==> src/hdl/xmi_pkg.sv <==
// ----------------------------------------------------------------------------
// xmi_pkg
// Shared types and constants of the XMI to MIDI event parser.
// ----------------------------------------------------------------------------
package xmi_pkg;

    localparam logic [7:0] META_PREFIX = 8'hFF;
    localparam logic [7:0] META_TEMPO  = 8'h51;
    localparam logic [7:0] META_SMPTE  = 8'h54;
    localparam logic [7:0] META_TSIG   = 8'h58;
    localparam logic [7:0] META_EOT    = 8'h2F;
    localparam logic [7:0] META_PORT   = 8'h21;

    localparam int unsigned RUN_MAX = 8;

    // Request from the parser to the emitter: one run of up to eight bytes.
    typedef struct packed {
        logic [3:0]      len;
        logic [7:0][7:0] bytes;
        logic [7:0]      first;
        logic [7:0]      use_off;
        logic            err;
        logic [31:0]     dur;
    } t_run;

    // Translate an XMI patch number to a General MIDI program.
    function automatic logic [7:0] translate_patch(input logic [7:0] p);
        logic [7:0] r;
        r = p;
        case (p)
            8'd13: r = 8'd19;   8'd16: r = 8'd6;    8'd22: r = 8'd8;
            8'd23: r = 8'd8;    8'd24: r = 8'd62;   8'd25: r = 8'd63;
            8'd32: r = 8'd88;   8'd33: r = 8'd101;  8'd34: r = 8'd52;
            8'd36: r = 8'd97;   8'd38: r = 8'd93;   8'd43: r = 8'd102;
            8'd51: r = 8'd45;   8'd52: r = 8'd40;   8'd53: r = 8'd40;
            8'd54: r = 8'd42;   8'd55: r = 8'd42;   8'd56: r = 8'd43;
            8'd57: r = 8'd46;   8'd58: r = 8'd46;   8'd59: r = 8'd24;
            8'd70: r = 8'd35;   8'd72: r = 8'd73;   8'd74: r = 8'd72;
            8'd77: r = 8'd74;   8'd82: r = 8'd71;   8'd83: r = 8'd71;
            8'd84: r = 8'd68;   8'd85: r = 8'd69;   8'd86: r = 8'd70;
            8'd88: r = 8'd56;   8'd89: r = 8'd56;   8'd90: r = 8'd57;
            8'd92: r = 8'd60;   8'd93: r = 8'd60;   8'd94: r = 8'd58;
            8'd96: r = 8'd61;   8'd97: r = 8'd11;   8'd103: r = 8'd13;
            8'd104: r = 8'd12;  8'd105: r = 8'd107; 8'd107: r = 8'd77;
            8'd108: r = 8'd78;  8'd109: r = 8'd79;  8'd112: r = 8'd47;
            8'd117: r = 8'd116; 8'd121: r = 8'd112; 8'd122: r = 8'd55;
            8'd127: r = 8'd121;
            default: r = p;
        endcase
        return r;
    endfunction

endpackage

==> src/hdl/xmi_parse.sv <==
// ----------------------------------------------------------------------------
// xmi_parse
// Front end: parses one XMI byte per valid cycle, tracks time, builds runs.
// ----------------------------------------------------------------------------
module xmi_parse import xmi_pkg::*; #(
    parameter int TIME_WIDTH = 32
) (
    input  logic                  i_clk,
    input  logic                  i_rst_n,
    input  logic                  i_valid,
    input  logic [7:0]            i_byte,
    output logic                  o_run_valid,
    output t_run                  o_run,
    output logic [TIME_WIDTH-1:0] o_run_time
);

    typedef enum logic [2:0] {
        PH_EVENT, PH_CHDATA, PH_NOTELEN, PH_METACMD, PH_METADATA, PH_METALEN, PH_SKIP
    } t_phase;

    t_phase                r_phase, n_phase;
    logic [TIME_WIDTH-1:0] r_time, n_time;
    logic [7:0]            r_status, n_status;
    logic [7:0]            r_held [6];
    logic [7:0]            r_count, n_count;
    logic [31:0]           r_acc, n_acc;
    logic                  r_halt, n_halt;
    logic                  n_valid;
    t_run                  n_run;
    logic [7:0]            b, st;
    logic [3:0]            need;
    logic [31:0]           acc_or;

    // Decode the current byte.
    always_comb begin
        n_phase = r_phase; n_time = r_time; n_status = r_status;
        n_count = r_count; n_acc = r_acc; n_halt = r_halt;
        n_valid = 1'b0; n_run = '0;
        b = i_byte; st = r_status; need = 4'd2;
        acc_or = r_acc | {25'd0, i_byte[6:0]};
        if (i_valid && !r_halt) begin
            case (r_phase)
                PH_EVENT: begin
                    if (!b[7]) begin
                        n_time = r_time + TIME_WIDTH'({b, 1'b0}) + TIME_WIDTH'(b);
                    end else begin
                        if (b[7:4] != 4'hF && b[3:0] == 4'd8) b = b + 8'd1;
                        if (b[7:4] == 4'hA) begin
                            n_valid = 1'b1; n_run.len = 4'd1; n_run.bytes[0] = b;
                            n_run.err = 1'b1; n_halt = 1'b1;
                        end else if (b[7:4] == 4'hF) begin
                            if (b == META_PREFIX) n_phase = PH_METACMD;
                        end else begin
                            n_status = b; n_count = 8'd0; n_phase = PH_CHDATA;
                        end
                    end
                end
                PH_CHDATA: begin
                    need = (st[7:4] == 4'hC || st[7:4] == 4'hD) ? 4'd1 : 4'd2;
                    n_count = r_count + 8'd1;
                    if (n_count >= {4'd0, need}) begin
                        n_phase = PH_EVENT;
                        case (st[7:4])
                            4'h9: begin
                                n_acc = '0; n_phase = PH_NOTELEN;
                            end
                            4'hB, 4'hE: begin
                                n_valid = 1'b1; n_run.len = 4'd3;
                                n_run.bytes[0] = st; n_run.bytes[1] = r_held[0];
                                n_run.bytes[2] = b; n_run.first[0] = 1'b1;
                            end
                            4'hC: begin
                                n_valid = 1'b1; n_run.len = 4'd2;
                                n_run.bytes[0] = st; n_run.bytes[1] = translate_patch(b);
                                n_run.first[0] = 1'b1;
                            end
                            4'hD: begin
                                n_valid = 1'b1; n_run.len = 4'd2;
                                n_run.bytes[0] = st; n_run.bytes[1] = b;
                                n_run.first[0] = 1'b1;
                            end
                            default: ;
                        endcase
                    end
                end
                PH_NOTELEN: begin
                    if (b[7]) begin
                        n_acc = {acc_or[24:0], 7'd0};
                    end else begin
                        n_acc = acc_or;
                        n_valid = 1'b1; n_run.len = 4'd6; n_run.dur = acc_or;
                        n_run.bytes[0] = st; n_run.bytes[1] = r_held[0];
                        n_run.bytes[2] = r_held[1]; n_run.bytes[3] = st - 8'h10;
                        n_run.bytes[4] = r_held[0]; n_run.bytes[5] = r_held[1];
                        n_run.first = 8'b0000_1001; n_run.use_off = 8'b0011_1000;
                        n_phase = PH_EVENT;
                    end
                end
                PH_METACMD: begin
                    n_status = b; n_count = 8'd0;
                    if (b == META_TEMPO) begin
                        n_count = 8'd4; n_phase = PH_SKIP;
                    end else if (b == META_SMPTE || b == META_TSIG || b == META_PORT) begin
                        n_phase = PH_METADATA;
                    end else if (b == META_EOT) begin
                        n_valid = 1'b1; n_run.len = 4'd3;
                        n_run.bytes[0] = META_PREFIX; n_run.bytes[1] = META_EOT;
                        n_run.first[0] = 1'b1; n_phase = PH_EVENT;
                    end else begin
                        n_phase = PH_METALEN;
                    end
                end
                PH_METADATA: begin
                    need = (st == META_SMPTE) ? 4'd6 : ((st == META_TSIG) ? 4'd5 : 4'd2);
                    n_count = r_count + 8'd1;
                    if (n_count >= {4'd0, need}) begin
                        n_valid = 1'b1; n_run.len = need + 4'd2;
                        n_run.bytes[0] = META_PREFIX; n_run.bytes[1] = st;
                        for (int k = 0; k < 6; k++) begin
                            if (k < int'(r_count)) n_run.bytes[k+2] = r_held[k];
                        end
                        n_run.bytes[r_count[2:0] + 3'd2] = b;
                        n_run.first[0] = 1'b1; n_phase = PH_EVENT;
                    end
                end
                PH_METALEN: begin
                    n_count = b;
                    n_phase = (b != 8'd0) ? PH_SKIP : PH_EVENT;
                end
                PH_SKIP: begin
                    if (r_count != 8'd0) n_count = r_count - 8'd1;
                    if (n_count == 8'd0) n_phase = PH_EVENT;
                end
                default: n_phase = PH_EVENT;
            endcase
        end
    end

    // Hold state and register the run request.
    always_ff @(posedge i_clk) begin
        if (!i_rst_n) begin
            r_phase <= PH_EVENT; r_time <= '0; r_status <= '0; r_count <= '0;
            r_acc <= '0; r_halt <= 1'b0; o_run_valid <= 1'b0;
        end else begin
            r_phase <= n_phase; r_time <= n_time; r_status <= n_status;
            r_count <= n_count; r_acc <= n_acc; r_halt <= n_halt;
            o_run_valid <= n_valid;
        end
    end

    // Store data bytes and register the run and its time; no reset needed.
    always_ff @(posedge i_clk) begin
        if (i_valid && !r_halt && (r_phase == PH_CHDATA || r_phase == PH_METADATA)
            && r_count < 8'd6) begin
            r_held[r_count[2:0]] <= i_byte;
        end
        o_run      <= n_run;
        o_run_time <= r_time;
    end

endmodule

==> src/hdl/xmi_emit.sv <==
// ----------------------------------------------------------------------------
// xmi_emit
// Back end: run queue, note-off time adder, byte serializer and output register.
// ----------------------------------------------------------------------------
module xmi_emit import xmi_pkg::*; #(
    parameter int TIME_WIDTH = 32
) (
    input  logic                  i_clk,
    input  logic                  i_rst_n,
    input  logic                  i_run_valid,
    input  t_run                  i_run,
    input  logic [TIME_WIDTH-1:0] i_run_time,
    output logic [1:0]            o_room,
    output logic                  o_empty,
    input  logic                  i_pop,
    output logic [31:0]           o_event_time,
    output logic [7:0]            o_out_byte,
    output logic                  o_event_first,
    output logic                  o_run_last,
    output logic                  o_parse_error
);

    localparam int QD = 4;

    // Run queue: four entries, note-off time computed on entry.
    t_run                  r_q   [QD];
    logic [TIME_WIDTH-1:0] r_qt  [QD];
    logic [TIME_WIDTH-1:0] r_qo  [QD];
    logic [1:0]            r_wp, r_rp;
    logic [2:0]            r_cnt;
    logic [2:0]            r_idx;
    logic                  r_ov;
    logic [31:0]           r_ot;
    logic [7:0]            r_ob;
    logic                  r_of, r_ol, r_oe;
    logic                  take, load, pull;
    t_run                  cur;
    logic [TIME_WIDTH+1:0] off3;

    assign off3  = {2'b0, i_run_time} + TIME_WIDTH'({i_run.dur, 1'b0}) + TIME_WIDTH'(i_run.dur);
    assign cur   = r_q[r_rp];
    assign load  = !r_ov || i_pop;
    assign take  = (r_cnt != 3'd0) && load;
    assign pull  = take && ({1'b0, r_idx} + 4'd1 >= cur.len);
    assign o_room = (r_cnt >= 3'd3) ? 2'd0 : 2'd1;

    always_ff @(posedge i_clk) begin
        if (!i_rst_n) begin
            r_wp <= '0; r_rp <= '0; r_cnt <= '0; r_idx <= '0; r_ov <= 1'b0;
        end else begin
            if (i_run_valid) r_wp <= r_wp + 2'd1;
            if (pull) begin
                r_rp <= r_rp + 2'd1; r_idx <= '0;
            end else if (take) begin
                r_idx <= r_idx + 3'd1;
            end
            r_cnt <= r_cnt + {2'd0, i_run_valid} - {2'd0, pull};
            if (load) r_ov <= (r_cnt != 3'd0);
        end
    end

    // Store entries and the output register.
    always_ff @(posedge i_clk) begin
        if (i_run_valid) begin
            r_q[r_wp]  <= i_run;
            r_qt[r_wp] <= i_run_time;
            r_qo[r_wp] <= off3[TIME_WIDTH-1:0];
        end
        if (take) begin
            r_ot <= 32'(cur.use_off[r_idx] ? r_qo[r_rp] : r_qt[r_rp]);
            r_ob <= cur.bytes[r_idx];
            r_of <= cur.first[r_idx];
            r_ol <= ({1'b0, r_idx} + 4'd1 >= cur.len);
            r_oe <= cur.err;
        end
    end

    assign o_empty       = !r_ov;
    assign o_event_time  = r_ot;
    assign o_out_byte    = r_ob;
    assign o_event_first = r_of;
    assign o_run_last    = r_ol;
    assign o_parse_error = r_oe;

endmodule

==> src/hdl/xmi_to_midi_event_parser_core.sv <==
// ----------------------------------------------------------------------------
// xmi_to_midi_event_parser_core
// Converts an XMI event byte stream into timestamped MIDI event bytes.
// ----------------------------------------------------------------------------
// Usage:
//   Input queue: drive i_in_byte and raise i_push while o_full is low; one
//   XMI byte is taken per edge. Output queue: while o_empty is low the oldest
//   MIDI byte sits on o_out_byte with its time and flags; i_pop takes it.
//   A result byte passes the parser's run register, the run queue and the
//   output register. The parser takes one byte per cycle while o_full is
//   low; the serializer emits one result byte per cycle while the receiver
//   pops, and a note-on becomes a run of six bytes.
//   A four-entry run queue between parser and serializer decouples them;
//   o_full rises when it nears full, or while the receiver stalls long enough.
//   Reset (synchronous, active low) clears parser state, time and queues.
//   After status 0xA0 one error byte is emitted and later input is dropped.
// ----------------------------------------------------------------------------
module xmi_to_midi_event_parser_core import xmi_pkg::*; #(
    parameter int TIME_WIDTH = 32
) (
    input  logic        i_clk,
    input  logic        i_rst_n,
    input  logic        i_push,
    output logic        o_full,
    input  logic [7:0]  i_in_byte,
    output logic        o_empty,
    input  logic        i_pop,
    output logic [31:0] o_event_time,
    output logic [7:0]  o_out_byte,
    output logic        o_event_first,
    output logic        o_run_last,
    output logic        o_parse_error
);

    logic                  run_valid;
    t_run                  run;
    logic [TIME_WIDTH-1:0] run_time;
    logic [1:0]            room;

    assign o_full = (room == 2'd0);

    xmi_parse #(.TIME_WIDTH(TIME_WIDTH)) u_parse (
        .i_clk(i_clk), .i_rst_n(i_rst_n), .i_valid(i_push && !o_full),
        .i_byte(i_in_byte), .o_run_valid(run_valid), .o_run(run), .o_run_time(run_time)
    );

    xmi_emit #(.TIME_WIDTH(TIME_WIDTH)) u_emit (
        .i_clk(i_clk), .i_rst_n(i_rst_n), .i_run_valid(run_valid), .i_run(run),
        .i_run_time(run_time), .o_room(room), .o_empty(o_empty), .i_pop(i_pop),
        .o_event_time(o_event_time), .o_out_byte(o_out_byte),
        .o_event_first(o_event_first), .o_run_last(o_run_last),
        .o_parse_error(o_parse_error)
    );

endmodule

==> config.mk <==
export PLATFORM = sky130hd
export DESIGN_NAME = xmi_to_midi_event_parser_core
export DESIGN_NICKNAME = d
export VERILOG_FILES = /design/src/hdl/xmi_pkg.sv /design/src/hdl/xmi_parse.sv /design/src/hdl/xmi_emit.sv /design/src/hdl/xmi_to_midi_event_parser_core.sv
export SDC_FILE = /design/constraint.sdc
export NUM_CORES = 1
export LEC_CHECK = 0
export BUFFER_PORTS_ARGS = -buffer_cell sky130_fd_sc_hd__buf_2
export CAP_MARGIN = 15
export CORE_AREA = 2 2 302 334
export DETAILED_ROUTE_END_ITERATION = 8
export DIE_AREA = 0 0 304 336
export GPL_TIMING_DRIVEN = 0
export PLACE_DENSITY = 0.61
export REMOVE_ABC_BUFFERS = 1
export SKIP_CTS_REPAIR_TIMING = 1
export SYNTH_ARGS = -nofsm -noshare
export SYNTH_HDL_FRONTEND = slang
export SYNTH_HIERARCHICAL = 1
export SYNTH_SLANG_ARGS = --single-unit
==> constraint.sdc <==
create_clock -name i_clk -period 8.2 [get_ports i_clk]
set_clock_uncertainty 0.05 [all_clocks]
set_input_delay 0.41 -clock i_clk [delete_from_list [all_inputs] [get_ports i_clk]]
set_output_delay 0.41 -clock i_clk [all_outputs]
set_load 0.01 [all_outputs]
# After elaboration in Yosys (flattened, before gate mapping)
# Memories as Yosys holds them, arrays and structs flattened. A register that Yosys moved wholly into a read port is not among the register bits.
# Cells that the tools add are included.
# totals
word_cells	314
inputBits	12
n_memories	4
mem_bits_rw	772
reg_bits	288
out_inout_bits	45
# classes
n_eq_ne	78
add_sub_neg	16
order_cmp	14
bitwise_logic	5
reduce_logical	48
mux	117
# memory_table
name	depth	width	read_ports	rd_clocked_by_memory_dff	wr	line_no	text
u_emit.r_q	4	117	1	1	1	xmi_emit.sv:26	t_run r_q [QD];
u_emit.r_qo	4	32	1	1	1	xmi_emit.sv:28	logic [TIME_WIDTH-1:0] r_qo [QD];
u_emit.r_qt	4	32	1	1	1	xmi_emit.sv:27	logic [TIME_WIDTH-1:0] r_qt [QD];
u_parse.r_held	6	8	6	0	1	xmi_parse.sv:24	logic [7:0] r_held [6];
# ops
operator	n
2-to-1 mux 8 bit	42
case mux 8 bit (42 select lines)	1
equality test 8 x 7 -> 1 bit (second input constant)	31
equality test 8 x 6 -> 1 bit (second input constant)	16
2-to-1 mux 32 bit	4
case mux 8 bit (5 select lines)	2
2-to-1 mux 68 bit	1
adder 32 bit	2
bitwise mux 64 bit	1
2-to-1 mux 64 bit	1
case mux 32 bit (2 select lines)	1
case mux 16 bit (3 select lines)	1
case mux 24 bit (2 select lines)	1
2-to-1 mux 3 bit	15
equality test 8 x 5 -> 1 bit (second input constant)	5
adder 32 x 8 -> 32 bit	1
adder 32 x 9 -> 32 bit	1
equality test 4 bit (second input constant)	8
2-to-1 mux 16 bit	2
OR 32 x 7 -> 32 bit	1
case mux 8 bit (4 select lines)	1
binary-select mux 8 bit (select 3 bit)	1
demux 8 bit (select 3 bit)	1
2-to-1 mux 24 bit	1
other kinds (59)	137

# Longest topological paths before layout
# Gate-level depths: netlist of the first run.
# depth
ltp_word	13
mapped_depth	20
mapped_depth_nobuf	14

# Modules after synthesis
# The synthesis of the first run kept the hierarchy.
# modules_own_cells
mod	cells_per_inst	seq_area_each_um2	area_each_um2	n_inst
xmi_emit	1276	19448.7	26832.0	1
xmi_parse	1337	5845.6	12477.0	1
xmi_to_midi_event_parser_core	2	0.0	11.3	1

# Worst setup path before layout of the first run
# OpenSTA, ideal clock, no wires.
# synth_path
path_kind	flip-flop to flip-flop
startpoint	register u_emit.r_wp[0]
endpoint	memory u_emit/r_q[0][100] (netlist bit) (enable)
period_less_slack_ns	4.526
required_time_ns	7.624
arrival_ns	3.950
setup_ns	0.526
n_path_buf	0
path_slack_ns	3.674
stages_incl_launch_ff	4
path_cell_list	dfxtp_1 > inv_1 > ha_1 > and2_1
# synth_rtl
item	line_no	text
start: declaration	xmi_emit.sv:29	logic [1:0] r_wp, r_rp;
start signal: assignment	xmi_emit.sv:51	if (i_run_valid) r_wp <= r_wp + 2'd1;
end: declaration	xmi_emit.sv:26	
# Straight into the memory's write port.

# Worst setup path after layout of the first run
# layout_path
startpoint	register u_parse/o_run[0] (netlist bit)
endpoint	memory u_emit.r_qo[3][29], data pin
# layout_between
elab_chain_cells	2
# layout_lines
item	line_no	text
start: declaration	xmi_parse.sv:13	output t_run o_run,
start signal: assignment	xmi_parse.sv:157	o_run <= n_run;
adder 32 bit	xmi_emit.sv:40	assign off3 = {2'b0, i_run_time} + TIME_WIDTH'({i_run.dur, 1'b0}) + TIME_WIDTH'(i_run.dur);
adder 32 bit (*)	xmi_emit.sv:40	
named net u_emit.off3[29]	xmi_emit.sv:38	logic [TIME_WIDTH+1:0] off3;
end: declaration	xmi_emit.sv:28	
# Mark *: on every way through the listed nets, which the timed path passes. The rest lies on a longest branch.

==> results of run 1 <==
final cells by class:
| type | count | area, um^2 |
|---|---|---|
| timing repair buffer | 84 | 863 |
| tap | 1291 | 1620 |
| clock inverter | 37 | 318 |
| fill | 8525 | 54600 |
| antenna | 1 | 2.50 |
| clock buffer | 126 | 2530 |
| sequential | 920 | 25300 |
| multi-input combinational | 1481 | 13100 |
| inverter | 61 | 229 |
worst min path at each step:
stage,depth (start not counted),start,to
global placement,0,u_parse/r_time[25],u_parse/o_run_time[25]
global route,0,u_parse/r_time[25],u_parse/o_run_time[25]
CTS,4,i_pop,u_emit/r_ov
finish,0,u_parse/r_time[25],u_parse/o_run_time[25]
floorplan,0,u_parse/r_time[25],u_parse/o_run_time[25]
detailed placement,0,u_parse/r_time[25],u_parse/o_run_time[25]
state kept, by name, summed over array words and instances (netlist names), 32 cells and up, named ones only:
signal,count
u_parse/o_run,103
u_parse/r_held,48
u_emit/r_q,340
u_parse/r_acc,32
u_parse/o_run_time,32
u_emit/o_event_time,32
u_emit/r_qo,128
u_parse/r_time,32
u_emit/r_qt,128
metrics by stage:
stage	util (%)	hold slack [ps]
finish	44.6	308
global route	44.6	305
CTS	44.6	-51.8
detailed placement	41.7	308
global placement	41.1	306
floorplan	-	294
cell usage after synthesis, types with 49 or more instances:
cell      instances  area (um^2)
edfxtp_1        687        20600
dfxtp_1         233         4660
nor2_1          173          649
mux4_2          169         3810
nand2_1         130          488
a21oi_1         101          505
clkbuf_1         97          364
ha_1             87         1090
o21ai_0          86          430
inv_1            60          225
xnor2_1          53          464
a22oi_1          49          368
worst max-delay path: cells and delay by family, from the launching register on:
kind | cells | cell delay, ps
DFF | 1 | 370
AOI/OAI and AO/OA | 5 | 2280
buffers and inverters | 2 | 120
and+or+nand+nor | 1 | 120
adders and majority gates | 3 | 1210
power by group through the flow:
stage	combinational, W	clock [W]	sequential, W
finish	0.00131	0.00397	0.00533
global route	0.00143	0.00425	0.00535
CTS	0.00131	0.00408	0.00533
global placement	0.00121	0	0.00547
detailed placement	0.00130	0	0.00543
floorplan	0.000847	0	0.00542
metal layers:
layer / GRT usage (%) / part of all wire [%]
met1: 22.9 / 43
met2: 29.1 / 49
met5: 0 / 0
met4: 5.90 / 2.6
met3: 2.58 / 5.4
cells by family after synthesis:
kind of cell	count (synthesis)	synth area share, %
AOI/OAI and AO/OA	485	8.51
muxes	222	11.2
other	2	0.0191
xor gates and xnor gates	76	1.69
adders and majority gates	127	4.80
DFF	920	64.3
buffers and inverters	224	2.46
and+or+nand+nor	559	6.98
==> results by group, run 1 <==
Status
  • Status: finished clean

Synth
  • Seq cells post-synth: 920
  • Top_reg_cell synth: edfxtp_1
  • Seq/Total Area, Yosys: 64.3%
  • Syn_area_per_cell: 15.0 um^2
  • Synth cell types: 86
  • Post-Syn Instances: 2615
  • YS warnings: 6
  • EDFF count, synth: 687
  • Synthesized area: 39300 um^2
  • Post-synth ARST share: 0%

Global routing
  • Gr ovfl total: 0
  • Largest net degree at the start of global routing: 56
  • Initial antenna violation count: 0
  • Vias in the first global route: 23156
  • Total GRT Usage: 17.3%
  • First-pass GRT wire length: 137000 um

STA
  • Max Fclk: 225 MHz
  • Final setup vio count: 0
  • Setup TNS: 0 ps
  • Worst slew pin tran: 1130 ps
  • Post-route clock period utilization: 54.3%
  • RSZ-0062 raised after global routing: false
  • Setup ws final: 3750 ps
  • Final Hold Vio Count: 0
  • Final Critical Period: 4450 ps
  • Slew Limit Headroom: 24.2%
  • Pins over their slew limit: 0

Worst setup path
  • CP Class: flop to flop
  • Crit. End Element: flop
  • Req. time, crit path: 8500 ps
  • Crit-path cells: inv_1 > fa_1 > inv_1 > ha_1 > fa_1 > a211oi_1 > nor2_1 > a211oi_1 > o21ai_0 > a31o_2 > a311oi_1
  • Worst setup endpoint: u_emit/r_qo[3][29]
  • Startpoint class of the critical path: flop
  • R2r setup slk: 3750 ps
  • Max FO, Critical Path: 4
  • Worst stage delay on the critical path: 560 ps
  • Worst setup path start: u_parse/o_run[0]
  • R2R Path End: u_emit/r_qo[3][29]
  • FF-to-FF path depth: 11
  • CP max stage cell: a311oi_1
  • Arr. time, crit path: 4760 ps
  • RR Startpoint: u_parse/o_run[0]

Placed design
  • Pre-CTS setup slack: 3710 ps
  • Placed instance area: 41100 um^2
  • Hpwl dp: 57900 um
  • Placed Cells: 3834
  • Gp weighted congestion: 0.932
  • Buffers added on ports: 56

Pwr
  • Internal: 0.00799 W
  • Comb pwr share: 12.4%
  • Pwr per Cell Area: 241 nW/um^2
  • Overall Power: 0.0106 W
  • Clock power frac: 37.4%
  • Lkg Pwr: 14.7 nW
  • Sw power: 0.00263 W
  • IR drop worst, VDD: 0.000113 V
  • Sw frac: 24.7%
  • Reg power frac: 50.2%

Drt
  • DRT iter0 DRCs: 2028
  • Post-DR wirelength/cell: 22.2 um
  • Routed wire length: 88700 um
  • Final ANT Viol Nets: 0
  • Iteration count of the initial detailed-routing pass: 8
  • Detailed-route via count: 22682
  • Residual DRC count: 0
  • Vias per cell: 5.67

Floorplanning
  • I/O pins: 57
  • Die Area: 102000 um^2
  • Starting Density: 39.9%
  • Die width: 304 um
  • Vert. Die Dim: 336 um
  • Num rows: 121
  • Core area: 98600 um^2

Cells and area
  • Synthesis-to-finish area growth: 11.9%
  • Layout Cells excl Fill: 4001
  • Final #Nets: 2774
  • Fin area: 44000 um^2
  • Share of post-route cells with drive strength above 1: 16.9%
  • Commonest cells after routing, fill and taps aside: edfxtp_1, dfxtp_1, nor2_1
  • Most common cell after layout, fill and taps aside: edfxtp_1

Clock tree
  • CTS root buffer: clkbuf_16
  • Htree depth: 3
  • Clk slew on worst S/H paths: 60 ps
  • Max Buffers Root-to-Sink: 3
  • CTS Sinks: 920
  • TritonCTS Buffers: 87
  • Clock latency on the worst-skew pair: 640 ps
  • CTS tree: built

Hold path
  • Hold WC Path Type: flop to flop

Flow run
  • Max Cap Viol: 0
Power figures use the tool's default switching activity.
==> run 2, diff against run 1 <==
--- a/config.mk
+++ b/config.mk
@@ -5,13 +5,14 @@
 export SDC_FILE = /design/constraint.sdc
 export NUM_CORES = 1
 export LEC_CHECK = 0
+export ABC_AREA = 1
 export BUFFER_PORTS_ARGS = -buffer_cell sky130_fd_sc_hd__buf_2
 export CAP_MARGIN = 15
-export CORE_AREA = 2 2 302 334
+export CORE_AREA = 2 2 310 343
 export DETAILED_ROUTE_END_ITERATION = 8
-export DIE_AREA = 0 0 304 336
+export DIE_AREA = 0 0 312 345
 export GPL_TIMING_DRIVEN = 0
-export PLACE_DENSITY = 0.61
+export PLACE_DENSITY = 0.63
 export REMOVE_ABC_BUFFERS = 1
 export SKIP_CTS_REPAIR_TIMING = 1
 export SYNTH_ARGS = -nofsm -noshare
==> constraint.sdc (replaced) <==
create_clock -name i_clk -period 3.95 [get_ports i_clk]
set_clock_uncertainty 0.05 [all_clocks]
set_input_delay 0.1975 -clock i_clk [delete_from_list [all_inputs] [get_ports i_clk]]
set_output_delay 0.1975 -clock i_clk [all_outputs]
set_load 0.01 [all_outputs]
==> run 2 against run 1 <==
  * Non-clock buffer count is 16 higher
  * Synthesized cell count is 58% higher
  * Sequential share of layout area down 2.9 points
  * Hold slack got worse by 290 ps
  * Largest power group unchanged
  * Flip-flop and latch count stayed put
  * Wire length increased by 21%
  * Synthesized area rose by 5.3%
  * Final cell count grew 40%
==> results by group, run 2 <==
Cells and area
  • Synthesis-to-finish area growth: 11.9% (about the same)
  • Commonest cells after routing, fill and taps aside: nand2_1, edfxtp_1, nor2_1 (was edfxtp_1, dfxtp_1, nor2_1)
  • Fill cells: 9877 (was 8525)
  • Sequential cell area: 25300 um^2 (about the same)
  • Largest register by flop count: u_emit/r_q (unchanged)
  • Share of post-route cells with drive strength above 1: 7.62% (was 16.9%)
  • Final #Nets: 4277 (was 2774)
  • Area of the multi-input gates: 14000 um^2 (was 13100 um^2)
  • Largest regs: u_emit/r_q: 340 flops, u_emit/r_qo: 128 flops, u_emit/r_qt: 128 flops (unchanged)
  • N_diodes: 0 (was 1)
  • Max FFs per register: 340 (unchanged)
  • Util after Layout: 44.4% (was 44.6%)
  • Most common cell after layout, fill and taps aside: nand2_1 (was edfxtp_1)

STA
  • Final setup vio count: 0 (unchanged)
  • Post-route clock period utilization: 97.3%
  • Final Critical Period: 3840 ps
  • Setup ws final: 109 ps (was 3750 ps)
  • Max Fclk: 260 MHz
  • Slew Limit Headroom: 18.1% (was 24.2%)
  • WHS: 13.8 ps (was 308 ps)
  • Setup TNS: 0 ps (unchanged)
  • Worst slew pin tran: 1230 ps (was 1130 ps)
  • Pins over their slew limit: 0 (unchanged)
  • Final Hold Vio Count: 0 (unchanged)

Flow run
  • Max Cap Viol: 0 (unchanged)

Clock tree
  • Htree depth: 3 (unchanged)
  • CTS root buffer: clkbuf_16 (unchanged)
  • TritonCTS Buffers: 87 (unchanged)
  • Max Buffers Root-to-Sink: 3 (unchanged)
  • Clk slew on worst S/H paths: 60 ps (about the same)
  • Clock latency on the worst-skew pair: 660 ps (was 640 ps)
  • CTS tree: built (unchanged)
  • CTS Sinks: 920 (unchanged)

Global routing
  • Vias in the first global route: 27827 (was 23156)
  • Largest net degree at the start of global routing: 121 (was 56)
  • Initial antenna violation count: 0 (unchanged)
  • First-pass GRT wire length: 158000 um (was 137000 um)
  • Gr ovfl total: 0 (unchanged)
  • Total GRT Usage: 18.7% (was 17.3%)

Placed design
  • Pre-CTS setup slack: -1180 ps (was 3710 ps)
  • Gp weighted congestion: 0.925 (was 0.932)
  • Buffers added on ports: 56 (unchanged)
  • Hpwl dp: 64000 um (was 57900 um)

Floorplanning
  • Starting Density: 39.6% (was 39.9%)
  • Die Area: 108000 um^2 (was 102000 um^2)
  • Num rows: 125 (was 121)
  • Vert. Die Dim: 345 um (was 336 um)
  • I/O pins: 57 (unchanged)
  • Core area: 104000 um^2 (was 98600 um^2)
  • Die width: 312 um (was 304 um)

Synth
  • Synthesized area: 41400 um^2 (was 39300 um^2)
  • Area contributors post-synth: edfxtp_1, dfxtp_1, nand2_1, nor2_1, nand3_1 (was edfxtp_1, dfxtp_1, mux4_2, ha_1, fa_1)
  • Yosys top cell area share: 49.8% (was 52.5%)
  • YS warnings: 6 (unchanged)
  • Area leader, netlist: edfxtp_1 (unchanged)
  • EDFF count, synth: 687 (unchanged)
  • Synth cell count leaders: nand2_1, edfxtp_1, nor2_1 (was edfxtp_1, dfxtp_1, nor2_1)
  • Seq cells post-synth: 920 (unchanged)
  • Post-synth ARST share: 0% (unchanged)
  • Seq/Total Area, Yosys: 61.1% (was 64.3%)
  • Post-Syn Instances: 4139 (was 2615)
  • Top_reg_cell synth: edfxtp_1 (unchanged)
  • Count leader, synth: nand2_1 (was edfxtp_1)
  • Synth cell types: 55 (was 86)
  • Syn_area_per_cell: 10.0 um^2 (was 15.0 um^2)

Drt
  • Final ANT Viol Nets: 0 (unchanged)
  • Detailed-route via count: 29376 (was 22682)
  • Routed wire length: 107000 um (was 88700 um)
  • Iteration count of the initial detailed-routing pass: 6 (was 8)
  • Residual DRC count: 0 (unchanged)
  • Post-DR wirelength/cell: 19.1 um (was 22.2 um)
  • Vias per cell: 5.24 (was 5.67)
  • DRT iter0 DRCs: 2712 (was 2028)

Status
  • Status: finished clean (unchanged)

Worst setup path
  • Req. time, crit path: 4390 ps (was 8500 ps)
  • Max FO, Critical Path: 20 (was 4)
  • Arr. time, crit path: 4280 ps (was 4760 ps)
  • Startpoint class of the critical path: input pin (was flop)
  • CP Class: input pin to flop (was flop to flop)
  • Crit. End Element: flop (unchanged)

Pwr
  • Pwr per Cell Area: 580 nW/um^2 (was 241 nW/um^2)
  • IR drop worst, VDD: 0.000323 V (was 0.000113 V)
  • Overall Power: 0.0269 W (was 0.0106 W)
  • Lkg Pwr: 18.1 nW (was 14.7 nW)

Hold path
  • Hold WC Path Type: input pin to flop (was flop to flop)
## run 2: cell types whose count changed in the layout (fill, tap and decap cells not counted), sizes merged, moves of 39 or more
cell / delta
o22ai: +60
mux2: -44
nand3: +255
a22o: -45
nand2: +849
inv: +218
nor2: +334
o21ai: +200
xnor2: -43
a22oi: -39
a21oi: +119
and3: -41
mux4: -169
## run 2: metal layers
layer	track usage, %	routed length [um]	vias to the layer above
met2	31.3	51100	970
met5	0	0	-
li1	-	-	14118
met4	7.12	3510	0
met3	2.64	6900	180
met1	24.6	45500	14108
## run 2: worst max-delay path: stages
cell	delay, ps
buf_2	550
clkinv_1	770
ha_1	500
nand2_1	130
inv_1	100
nand2_1	130
nand2_1	70
o21ai_0	170
nand3_1	600
nand2_1	460
nand2_1	100
a31oi_1	470
## run 2: final cells by class
| type | instances | area share [%] |
|---|---|---|
| timing repair inverter | 2 | 0.0270 |
| timing repair buffer | 100 | 2.44 |
| tap | 1397 | 3.77 |
| sequential | 920 | 54.6 |
| multi-input combinational | 2742 | 30.2 |
| inverter | 285 | 2.50 |
| clock buffer | 118 | 5.33 |
| clock inverter | 45 | 1.14 |
## run 2: stage by stage
stage / cells / area, um^2
floorplan: 3947 / 40300
finish: 5609 / 46300
global route: 5609 / 46300
CTS: 5581 / 45800
detailed placement: 5418 / 42800
global placement: 5400 / 42300
## run 2: path summary, 6_finish.rpt
path	from	to	slack, ps	cells past startpoint
worst min-delay path	i_in_byte[6]	u_parse/r_held[0][6]	10	1
worst max register to register	flop	u_emit/o_event_time[3]	200	12
worst min register to register	u_parse/r_time[31]	u_parse/o_run_time[31]	300	0
worst max-delay path	i_in_byte[3]	u_parse/o_run[49]	110	12
## run 2: cells by family after synthesis
group                    share of synthesized area (%)
AND/OR/NAND/NOR                                   18.8
XOR/XNOR                                         0.825
flip-flops                                        61.1
AO/OA/AOI/OAI                                     9.31
buffers and inverters                             5.36
other                                           0.0181
adder cells (fa/ha/maj)                           4.56
## run 2: report_power, final
group / internal, W / switching [W]
clock: 0.00502 / 0.00363
sequential: 0.0114 / 0.000503
combinational: 0.00187 / 0.00444
total: 0.0183 / 0.00857
